<file path="config.mk">
export PLATFORM = sky130hd
export DESIGN_NAME = arp_cache_table
export DESIGN_NICKNAME = d
export VERILOG_FILES = /design/src/rtl/arpc_pkg.sv /design/src/rtl/arp_cache_table.sv /design/src/rtl/arpc_ram.sv
export SDC_FILE = /design/constraint.sdc
export NUM_CORES = 2
export LEC_CHECK = 0
export BUFFER_PORTS_ARGS = -buffer_cell sky130_fd_sc_hd__buf_2
export CAP_MARGIN = 10
export CORE_ASPECT_RATIO = 1.1
export CORE_UTILIZATION = 45
export DETAILED_ROUTE_END_ITERATION = 16
export PLACE_DENSITY_LB_ADDON = 0.05
export SYNTH_ARGS = -nofsm -noshare
export SYNTH_HDL_FRONTEND = slang
export SYNTH_SLANG_ARGS = --single-unit
export TNS_END_PERCENT = 30
</file>
<file path="constraint.sdc">
create_clock -name i_clk -period 15.1 [get_ports i_clk]
set_input_delay 3.02 -clock i_clk [delete_from_list [all_inputs] [get_ports i_clk]]
set_output_delay 3.02 -clock i_clk [all_outputs]
set_load 0.01 [all_outputs]
</file>
<file path="src/rtl/arpc_pkg.sv">
// Shared types and constants for the ARP cache table.
// Holds the table geometry, the entry layout, and the operation and status codes.
// Depends on nothing.
package arpc_pkg;

    localparam int TABLE_ENTRIES = 32;
    localparam int IDX_W = (TABLE_ENTRIES > 1) ? $clog2(TABLE_ENTRIES) : 1;
    localparam int CNT_W = $clog2(TABLE_ENTRIES + 1);

    localparam int IP_W = 32;
    localparam int MAC_W = 48;
    localparam int STATUS_W = 3;
    localparam int ENTRY_COUNT_W = 6;

    typedef enum logic {
        OP_LOOKUP = 1'b0,
        OP_ADD    = 1'b1
    } t_op;

    typedef enum logic [STATUS_W-1:0] {
        ST_HIT       = 3'd0,
        ST_MISS      = 3'd1,
        ST_ADDED     = 3'd2,
        ST_UPDATED   = 3'd3,
        ST_UNCHANGED = 3'd4,
        ST_FULL      = 3'd5
    } t_status;

    typedef enum logic [1:0] {
        S_IDLE,
        S_SCAN,
        S_RESOLVE
    } t_state;

    typedef struct packed {
        logic [IP_W-1:0]  ip;
        logic [MAC_W-1:0] mac;
        logic             kind;
    } t_entry;

    localparam int ENTRY_W = $bits(t_entry);

endpackage

</file>
<file path="src/rtl/arp_cache_table.sv">
// ARP cache table top level: entry RAM, scan sequencer, and result register.
// Throughput: one item at a time; the next item is taken the cycle after the result is loaded.
// The scan reads one RAM entry per cycle and stops at the first entry whose IP matches.
// Reset empties the table at once by clearing the fill count; no clearing pass is needed.
// Depends on arpc_pkg and arpc_ram.
module arp_cache_table (
    input  logic                                 i_clk,
    input  logic                                 i_rst_n,
    input  logic                                 i_in_valid,
    output logic                                 o_in_stall,
    input  logic                                 i_op,
    input  logic [arpc_pkg::IP_W-1:0]            i_ip_addr,
    input  logic [arpc_pkg::MAC_W-1:0]           i_mac_addr,
    input  logic                                 i_entry_kind,
    output logic                                 o_out_valid,
    input  logic                                 i_out_stall,
    output logic [arpc_pkg::STATUS_W-1:0]        o_status,
    output logic [arpc_pkg::MAC_W-1:0]           o_found_mac,
    output logic                                 o_found_kind,
    output logic [arpc_pkg::ENTRY_COUNT_W-1:0]   o_entry_count
);

    import arpc_pkg::*;

    t_state            r_state, n_state;
    logic [CNT_W-1:0]  r_count, n_count;
    logic [CNT_W-1:0]  r_rd_idx, n_rd_idx;
    logic              r_pend, n_pend;
    logic [IDX_W-1:0]  r_pend_idx, n_pend_idx;

    t_op               r_op, n_op;
    logic [IP_W-1:0]   r_key, n_key;
    logic [MAC_W-1:0]  r_mac, n_mac;
    logic              r_kind, n_kind;

    logic              r_hit, n_hit;
    logic [IDX_W-1:0]  r_hit_idx, n_hit_idx;
    logic [MAC_W-1:0]  r_hit_mac, n_hit_mac;
    logic              r_hit_kind, n_hit_kind;

    logic              r_out_valid, n_out_valid;
    t_status           r_out_status, n_out_status;
    logic [MAC_W-1:0]  r_out_mac, n_out_mac;
    logic              r_out_kind, n_out_kind;
    logic [CNT_W-1:0]  r_out_count, n_out_count;

    logic              w_we;
    logic [IDX_W-1:0]  w_waddr;
    t_entry            w_wdata;
    t_entry            w_rdata;
    logic [ENTRY_W-1:0] w_rdata_raw;
    logic              w_in_xfer;
    logic              w_out_free;
    logic              w_match;

    arpc_ram #(
        .WIDTH(ENTRY_W),
        .DEPTH(TABLE_ENTRIES)
    ) u_entry_ram (
        .i_clk  (i_clk),
        .i_we   (w_we),
        .i_waddr(w_waddr),
        .i_wdata(w_wdata),
        .i_raddr(r_rd_idx[IDX_W-1:0]),
        .o_rdata(w_rdata_raw)
    );

    assign w_rdata    = t_entry'(w_rdata_raw);
    assign o_in_stall = (r_state != S_IDLE);
    assign w_in_xfer  = i_in_valid && !o_in_stall;
    assign w_out_free = !r_out_valid || !i_out_stall;
    assign w_match    = r_pend && (w_rdata.ip == r_key);

    always_comb begin
        n_state      = r_state;
        n_count      = r_count;
        n_rd_idx     = r_rd_idx;
        n_pend       = 1'b0;
        n_pend_idx   = r_pend_idx;
        n_op         = r_op;
        n_key        = r_key;
        n_mac        = r_mac;
        n_kind       = r_kind;
        n_hit        = r_hit;
        n_hit_idx    = r_hit_idx;
        n_hit_mac    = r_hit_mac;
        n_hit_kind   = r_hit_kind;
        n_out_valid  = r_out_valid && i_out_stall;
        n_out_status = r_out_status;
        n_out_mac    = r_out_mac;
        n_out_kind   = r_out_kind;
        n_out_count  = r_out_count;
        w_we         = 1'b0;
        w_waddr      = r_hit_idx;
        w_wdata      = '{ip: r_key, mac: r_mac, kind: r_kind};

        unique case (r_state)
            S_IDLE: begin
                if (w_in_xfer) begin
                    n_op     = t_op'(i_op);
                    n_key    = i_ip_addr;
                    n_mac    = i_mac_addr;
                    n_kind   = i_entry_kind;
                    n_hit    = 1'b0;
                    n_rd_idx = '0;
                    n_state  = S_SCAN;
                end
            end
            S_SCAN: begin
                if (w_match) begin
                    n_hit      = 1'b1;
                    n_hit_idx  = r_pend_idx;
                    n_hit_mac  = w_rdata.mac;
                    n_hit_kind = w_rdata.kind;
                    n_state    = S_RESOLVE;
                end else if (r_rd_idx == r_count) begin
                    if (!r_pend) begin
                        n_state = S_RESOLVE;
                    end
                end else begin
                    n_pend     = 1'b1;
                    n_pend_idx = r_rd_idx[IDX_W-1:0];
                    n_rd_idx   = r_rd_idx + 1'b1;
                end
            end
            S_RESOLVE: begin
                if (w_out_free) begin
                    n_out_valid = 1'b1;
                    n_out_mac   = '0;
                    n_out_kind  = 1'b0;
                    n_state     = S_IDLE;
                    if (r_op == OP_LOOKUP) begin
                        if (r_hit) begin
                            n_out_status = ST_HIT;
                            n_out_mac    = r_hit_mac;
                            n_out_kind   = r_hit_kind;
                        end else begin
                            n_out_status = ST_MISS;
                        end
                    end else if (r_hit) begin
                        if ((r_mac == r_hit_mac) || (r_mac == '0)) begin
                            n_out_status = ST_UNCHANGED;
                        end else begin
                            n_out_status = ST_UPDATED;
                            w_we         = 1'b1;
                        end
                    end else if (r_count == CNT_W'(TABLE_ENTRIES)) begin
                        n_out_status = ST_FULL;
                    end else begin
                        n_out_status = ST_ADDED;
                        w_we         = 1'b1;
                        w_waddr      = r_count[IDX_W-1:0];
                        n_count      = r_count + 1'b1;
                    end
                    n_out_count = n_count;
                end
            end
            default: begin
                n_state = S_IDLE;
            end
        endcase
    end

    always_ff @(posedge i_clk) begin
        if (!i_rst_n) begin
            r_state     <= S_IDLE;
            r_count     <= '0;
            r_rd_idx    <= '0;
            r_pend      <= 1'b0;
            r_hit       <= 1'b0;
            r_out_valid <= 1'b0;
        end else begin
            r_state     <= n_state;
            r_count     <= n_count;
            r_rd_idx    <= n_rd_idx;
            r_pend      <= n_pend;
            r_hit       <= n_hit;
            r_out_valid <= n_out_valid;
        end
    end

    always_ff @(posedge i_clk) begin
        r_pend_idx   <= n_pend_idx;
        r_op         <= n_op;
        r_key        <= n_key;
        r_mac        <= n_mac;
        r_kind       <= n_kind;
        r_hit_idx    <= n_hit_idx;
        r_hit_mac    <= n_hit_mac;
        r_hit_kind   <= n_hit_kind;
        r_out_status <= n_out_status;
        r_out_mac    <= n_out_mac;
        r_out_kind   <= n_out_kind;
        r_out_count  <= n_out_count;
    end

    assign o_out_valid   = r_out_valid;
    assign o_status      = r_out_status;
    assign o_found_mac   = r_out_mac;
    assign o_found_kind  = r_out_kind;
    assign o_entry_count = ENTRY_COUNT_W'(r_out_count);

`ifndef ASSERT_OFF
    a_count_step: assert property (@(posedge i_clk) disable iff (!i_rst_n)
        ($past(i_rst_n) && (r_count != $past(r_count)))
            |-> ((r_count == $past(r_count) + 1'b1) && ($past(r_state) == S_RESOLVE)))
        else $error("Fill count changed outside an add.");

    a_pend_in_range: assert property (@(posedge i_clk) disable iff (!i_rst_n)
        r_pend |-> (CNT_W'(r_pend_idx) < r_count))
        else $error("Scan compared an entry beyond the fill count.");

    a_result_from_resolve: assert property (@(posedge i_clk) disable iff (!i_rst_n)
        ($past(i_rst_n) && $rose(r_out_valid)) |-> ($past(r_state) == S_RESOLVE))
        else $error("Result appeared without a resolve step.");
`endif

endmodule

</file>
<file path="src/rtl/arpc_ram.sv">
// Generic single-clock RAM with one write port and one registered read port.
// Used for the cache entry store; depends on nothing.
module arpc_ram #(
    parameter int WIDTH = 8,
    parameter int DEPTH = 16
) (
    input  logic                                    i_clk,
    input  logic                                    i_we,
    input  logic [((DEPTH > 1) ? $clog2(DEPTH) : 1)-1:0] i_waddr,
    input  logic [WIDTH-1:0]                        i_wdata,
    input  logic [((DEPTH > 1) ? $clog2(DEPTH) : 1)-1:0] i_raddr,
    output logic [WIDTH-1:0]                        o_rdata
);

    logic [WIDTH-1:0] r_mem [DEPTH];
    logic [WIDTH-1:0] r_rdata;

    always_ff @(posedge i_clk) begin
        if (i_we) begin
            r_mem[i_waddr] <= i_wdata;
        end
        r_rdata <= r_mem[i_raddr];
    end

    assign o_rdata = r_rdata;

endmodule

</file>
-- Word level (Yosys, flattened, before mapping)
Memory sizes are Yosys's and may differ from the RTL's. A register that Yosys moved wholly into a read port is not among the register bits.
Cells that the tools add are included.
- register bits after elaboration: 216
- memory bits (writable): 2592
- memories: 1
- logic and storage cells: 97
- reductions and logical operators: 21
- muxes and demuxes: 37
- add/subtract/negate cells: 2
- bitwise operators: 5
- equality and inequality tests: 13
- memory list (name ; words ; bits a word ; rd ports ; clocked after Yosys merged registers in ; wr ports ; RTL line ; text):
    u_entry_ram.r_mem ; 32 ; 81 ; 1 ; 1 ; 1 ; arpc_ram.sv:15 ; logic [WIDTH-1:0] r_mem [DEPTH];
- operators with widths (operator ; number):
    48-bit equality test ; 1
    48-bit logical NOT ; 1
    6-bit two-way mux ; 6
    32-bit equality test ; 1
    5-bit two-way mux ; 5
    1-bit two-way mux ; 14
    6-bit by 1-bit adder with 6-bit output (second input constant) ; 2
    3-bit two-way mux ; 4
    6-bit one-hot mux with 2 select lines ; 1
    2-bit two-way mux ; 5
    2-bit inequality test (second input constant) ; 5
    4-bit AND reduction ; 2
    6-bit equality test ; 1
    6-bit equality test (second input constant) ; 1
    3-bit inequality test (second input constant) ; 2
    2-bit one-hot mux with 3 select lines ; 1
    2-bit AND reduction ; 3
    3-bit AND reduction ; 2
    1-bit NOT ; 5
    2-bit nonzero test ; 2
    1-bit logical AND ; 3
    1-bit logical NOT ; 3
    3-bit OR reduction ; 1
    2-bit by 1-bit equality test with 1-bit output (second input constant) ; 1
    other kinds (5) ; 6

-- Logic depth before layout (Yosys ltp)
- word-level depth: 9
- depth in mapped cells: 10
- gate-level depth less buffers: 8

-- By module
From an unflattened synthesis, not the netlist that was laid out.
- cells, all modules: 5280
- area total of the unflattened synthesis: 108577.9 µm²
- by module, submodules not included (module ; cells an instance ; instances ; area an instance (µm²) ; sequential area each (µm²)):
    arpc_ram ; 4755 ; 1 ; 100138.5 ; 79456.2
    arp_cache_table ; 525 ; 1 ; 8439.3 ; 6316.1

-- Worst setup path before layout
OpenSTA, ideal clock, no wires.
- path type: input-to-reg
- start: input i_out_stall
- end: memory u_entry_ram.r_mem[15][0] (netlist bit), enable pin
- stages on the path: 7
- path slack: 1.375 ns
- setup time: 0.720 ns
- data arrival time: 13.005 ns
- data required time: 14.380 ns
- cell sequence: nand2_1 nand2b_1 inv_1 nand3_1 nor3_1 a31oi_1 nor4_1
- word-level cells in the longest chain between the ends: 6
- elaborated cells on any way between the ends: 8
- classes of those cells: mux: 6; reduce/logical: 2
- RTL lines (what ; RTL line ; text):
    start, declared ; arp_cache_table.sv:16 ; input logic i_out_stall,
    1-bit logical NOT (*) ; arp_cache_table.sv:71 ; assign w_out_free = !r_out_valid || !i_out_stall;
    1-bit logical OR (*) ; arp_cache_table.sv:71 ;
    1-bit two-way mux ; arp_cache_table.sv:127 ; if (w_out_free) begin
    1-bit two-way mux ; arp_cache_table.sv:97 ; unique case (r_state)
    1-bit two-way mux ; arpc_ram.sv:19 ; if (i_we) begin
    1-bit two-way mux (not written as such) ; arpc_ram.sv:20 ; r_mem[i_waddr] <= i_wdata;
    end, declared ; arpc_ram.sv:15 ;
Mark *: on every way between the ends. The rest lies on a longest branch, timed or not.

-- Worst setup path in the final report
- start: input i_out_stall
- end: memory u_entry_ram.r_mem[23][36] (netlist bit), enable pin
The elaborated chain is that of the path after synthesis.

==> results.toml <==
[worst_hold_path]
hp-start = "u_entry_ram.o_rdata[21]"
holdCritPathClass = "flip-flop to flip-flop"
min_to = "r_hit_mac[20]"
hold_path_depth = 0

[global_route]
grt_overflow = 0
grt_max_degree = 122
antenna_found_initial = 9
track_usage = 0.242
grt_pass1_vias = 49600
grt_pass1_wl_mm = 406

[power_and_ir_drop]
power_frac_comb = 0.034
p_leak_nw = 37.1
clkPwrFrac = 0.431
p_seq_frac = 0.535
powerDensity_mw_per_mm2 = 135
p_sw_frac = 0.206
power.switching_mw = 3.42
vdd_drop_max_uv = 121
internal_power_mw = 13.2

[synthesis]
synth_edf_count = 2791
ys_seq_elements = 2889
async_reset_ff_frac = 0
syn-instance-count = 4342
synth_area_mm2 = 0.108
syn_nets = 4431
postSynthAreaPerCell_um2 = 24.9
ys_seq_area_frac = 0.792
ys.warnings.count = 0
ys_types = 42
synth_ff_type = "edfxtp_1"

[clock_network]
cts_buffers = 315
htreeDepth = 5
clockRootBuffer = "clkbuf_16"
cts_tree = "done"
ctsHoldBuffers = 0
cts_sinks = 2889
postCtsSetupBuffers = 0
clock_latency_ns = 0.96
ctsLongestPathBuffers = 4
clkTransAtPathRegs_ns = 0.06
cts.repair.resized = 0

[detailed_routing]
postRouteAntennaNets = 0
via_count = 47900
vias_per_cell = 5.87
drc = 0
drt_iter0_drc = 4782
wirelength_mm = 291
first_pass_iters = 5
wl_per_cell_um = 35.7

[worst_setup_path]
cp_cell_sequence = "buf_2, nand2_1, nand2b_1, inv_4, nand3_1, nor3_1, a31oi_1, buf_4, nor4_2, buf_4, buf_4"
r2r_end = "u_entry_ram.r_mem[10][18]"
cp-start-kind = "input port"
cpPeakStageDelay_ns = 0.82
cp_slowest_cell = "inv_4"
worstPathRequired_ns = 15.65
reg2reg_depth = 9
end_kind = "flip-flop"
r2r-start = "r_mac[39]"
cp_max_fo = 61
reg2reg_slack_ns = 10.05
crit_family = "buffers and inverters"
critPathKind = "input port to flip-flop"
crit_buf_inv = 5
arrival_ns = 7.40
cpMostUsedCell = "buf_4"

[sta]
hold_violations = 0
grt_setup_unrepaired = "false"
slew_headroom = 0.210
setup_viol = 0
fin_ws_ns = 8.25
worst_clock_skew_ns = 0.0622
fmax_mhz = 146
post-route-min-period_ns = 6.85
holdWs_ns = 0.403
period_share = 0.454
fin_tns_setup_ns = 0
slew_viol_final = 0
worst_pin_slew_ns = 1.17

[place]
place_hpwl_mm = 169
place_congestion = 0.796
dp_slack_ns = 7.14
io_buffers = 145
dp_cells = 7607

[flow_run]
maxCapViolCount = 0

[floorplanning]
ios = 146
start_util = 0.454
die_area_mm2 = 0.243
rows = 188
die_y_um = 516
design.core.area_mm2 = 0.239
die_w_um = 470

[layout]
nets = 4878
drive_above_1_share = 0.336
fin_cells = 8158
syn_to_final_growth_pct = 13.7

[status]
outcome = "finished clean"
==> kinds of logic after synthesis <==
kind of cell / count (synthesis) / share of synthesized area
AOI/OAI and AO/OA: 44 / 0.00268
xor gates and xnor gates: 93 / 0.00752
adders and majority gates: 3 / 0.000347
buffers and inverters: 223 / 0.00964
DFF: 2889 / 0.792
muxes: 892 / 0.177
and+or+nand+nor: 198 / 0.0107
==> worst register-to-register path, cell delays in order (launching register included) <==
cell      delay [ns]
edfxtp_1        0.35
buf_4           0.26
xnor2_1         0.54
nand4_1         0.35
nor4_1          0.74
a31o_2          0.38
and2_2          0.80
nor4_2          0.17
buf_4           0.33
buf_4           0.52
==> sequential cells by signal, indices dropped and copies added, names as in the netlist, 2 cells and up <==
register and cells:
o_entry_count 6, o_found_mac 48, o_status 3, r_count 6, r_hit_idx 5, r_hit_mac 48, r_key 32, r_mac 48
r_pend_idx 5, r_rd_idx 6, r_state 2, u_entry_ram.o_rdata 81, u_entry_ram.r_mem 2592
==> worst max-delay path by stage <==
stage / depth (start not counted) / slack, ns / from / endpoint
after floorplan: 7 / 1.38 / i_out_stall / u_entry_ram.r_mem[15][0]
after global placement: 11 / 7.21 / i_out_stall / u_entry_ram.r_mem[23][45]
after detailed placement: 11 / 7.14 / i_out_stall / u_entry_ram.r_mem[23][47]
after CTS: 11 / 8.13 / i_out_stall / u_entry_ram.r_mem[23][45]
after global routing: 11 / 8.09 / i_out_stall / u_entry_ram.r_mem[23][45]
final: 11 / 8.25 / i_out_stall / u_entry_ram.r_mem[23][36]
==> placed cells by master (no fill, tap or decap), types with 5 or more instances in the layout <==
master | Yosys | routed
xnor2_1 | 55 | 55
nor4_2 | 0 | 33
nand4_1 | 19 | 19
inv_1 | 6 | 5
clkbuf_16 | 0 | 319
nor2b_1 | 6 | 5
bufinv_16 | 0 | 12
clkinv_1 | 1 | 57
nand2_1 | 13 | 13
a31oi_1 | 9 | 9
clkbuf_8 | 0 | 12
buf_4 | 0 | 196
o21ai_0 | 8 | 8
and2_1 | 50 | 49
clkbuf_1 | 133 | 90
nor4_1 | 57 | 24
mux4_2 | 810 | 810
edfxtp_1 | 2791 | 2791
nand3_1 | 9 | 9
clkinvlp_4 | 0 | 7
dfxtp_1 | 98 | 93
clkinv_2 | 0 | 44
nor3_1 | 12 | 12
nor2_1 | 15 | 14
buf_2 | 51 | 145
mux2_2 | 82 | 82
a21oi_1 | 10 | 10
dfxtp_4 | 0 | 5
xor2_1 | 38 | 38
==> layer usage <==
| layer | track usage | part of all wire | wire length, µm | up-vias |
|---|---|---|---|---|
| met2 | 0.431 | 0.53 | 156000 | 1309 |
| met4 | 0.0571 | 0.020 | 5940 | 2 |
| met1 | 0.316 | 0.40 | 117000 | 26600 |
| met5 | 0 | 0.000045 | 13 | - |
| met3 | 0.0304 | 0.042 | 12200 | 332 |
| li1 | - | - | - | 19700 |
==> power by group through the flow <==
stage / combinational [mW] / sequential [mW] / clock [mW]
3_5_place_dp: 0.582 / 9.05 / 0
2_1_floorplan: 0.233 / 9.13 / 0
3_3_place_gp: 0.573 / 9.05 / 0
5_1_grt: 0.594 / 8.88 / 7.61
6_report: 0.560 / 8.88 / 7.16
4_1_cts: 0.581 / 8.88 / 7.31
==> area by class of cell <==
type,count,area [µm²]
fill,18500,116000
sequential,2889,85800
multi-input combinational,1230,21700
clock buffer,421,8490
tap,3135,3920
timing repair buffer,345,2280
clock inverter,126,922
inverter,8,32.5
antenna,4,10.0
==> synth_stat cells, types with 6 or more instances <==
cell type / count / share of area
edfxtp_1: 2791 / 0.77
mux4_2: 810 / 0.17
clkbuf_1: 133 / 0.0046
dfxtp_1: 98 / 0.018
mux2_2: 82 / 0.0085
nor4_1: 57 / 0.0033
xnor2_1: 55 / 0.0044
buf_2: 51 / 0.0024
and2_1: 50 / 0.0029
xor2_1: 38 / 0.0031
buf_6: 19 / 0.0020
nand4_1: 19 / 0.0011
nor2_1: 15 / 0.00052
nand2_1: 13 / 0.00045
buf_1: 12 / 0.00042
nor3_1: 12 / 0.00055
a21oi_1: 10 / 0.00046
a31oi_1: 9 / 0.00052
nand3_1: 9 / 0.00042
o21ai_0: 8 / 0.00037
inv_1: 6 / 0.00021
nor2b_1: 6 / 0.00035
==> through the flow <==
step / power [mW] / cell area [µm²] / utilization
4_1_cts: 16.8 / 123000 / 0.516
3_5_place_dp: 9.63 / 114000 / 0.476
6_report: 16.6 / 123000 / 0.516
5_1_grt: 17.1 / 123000 / 0.516
3_3_place_gp: 9.62 / 114000 / 0.476
2_1_floorplan: 9.36 / 108000 / -
Power figures use the tool's default switching activity.
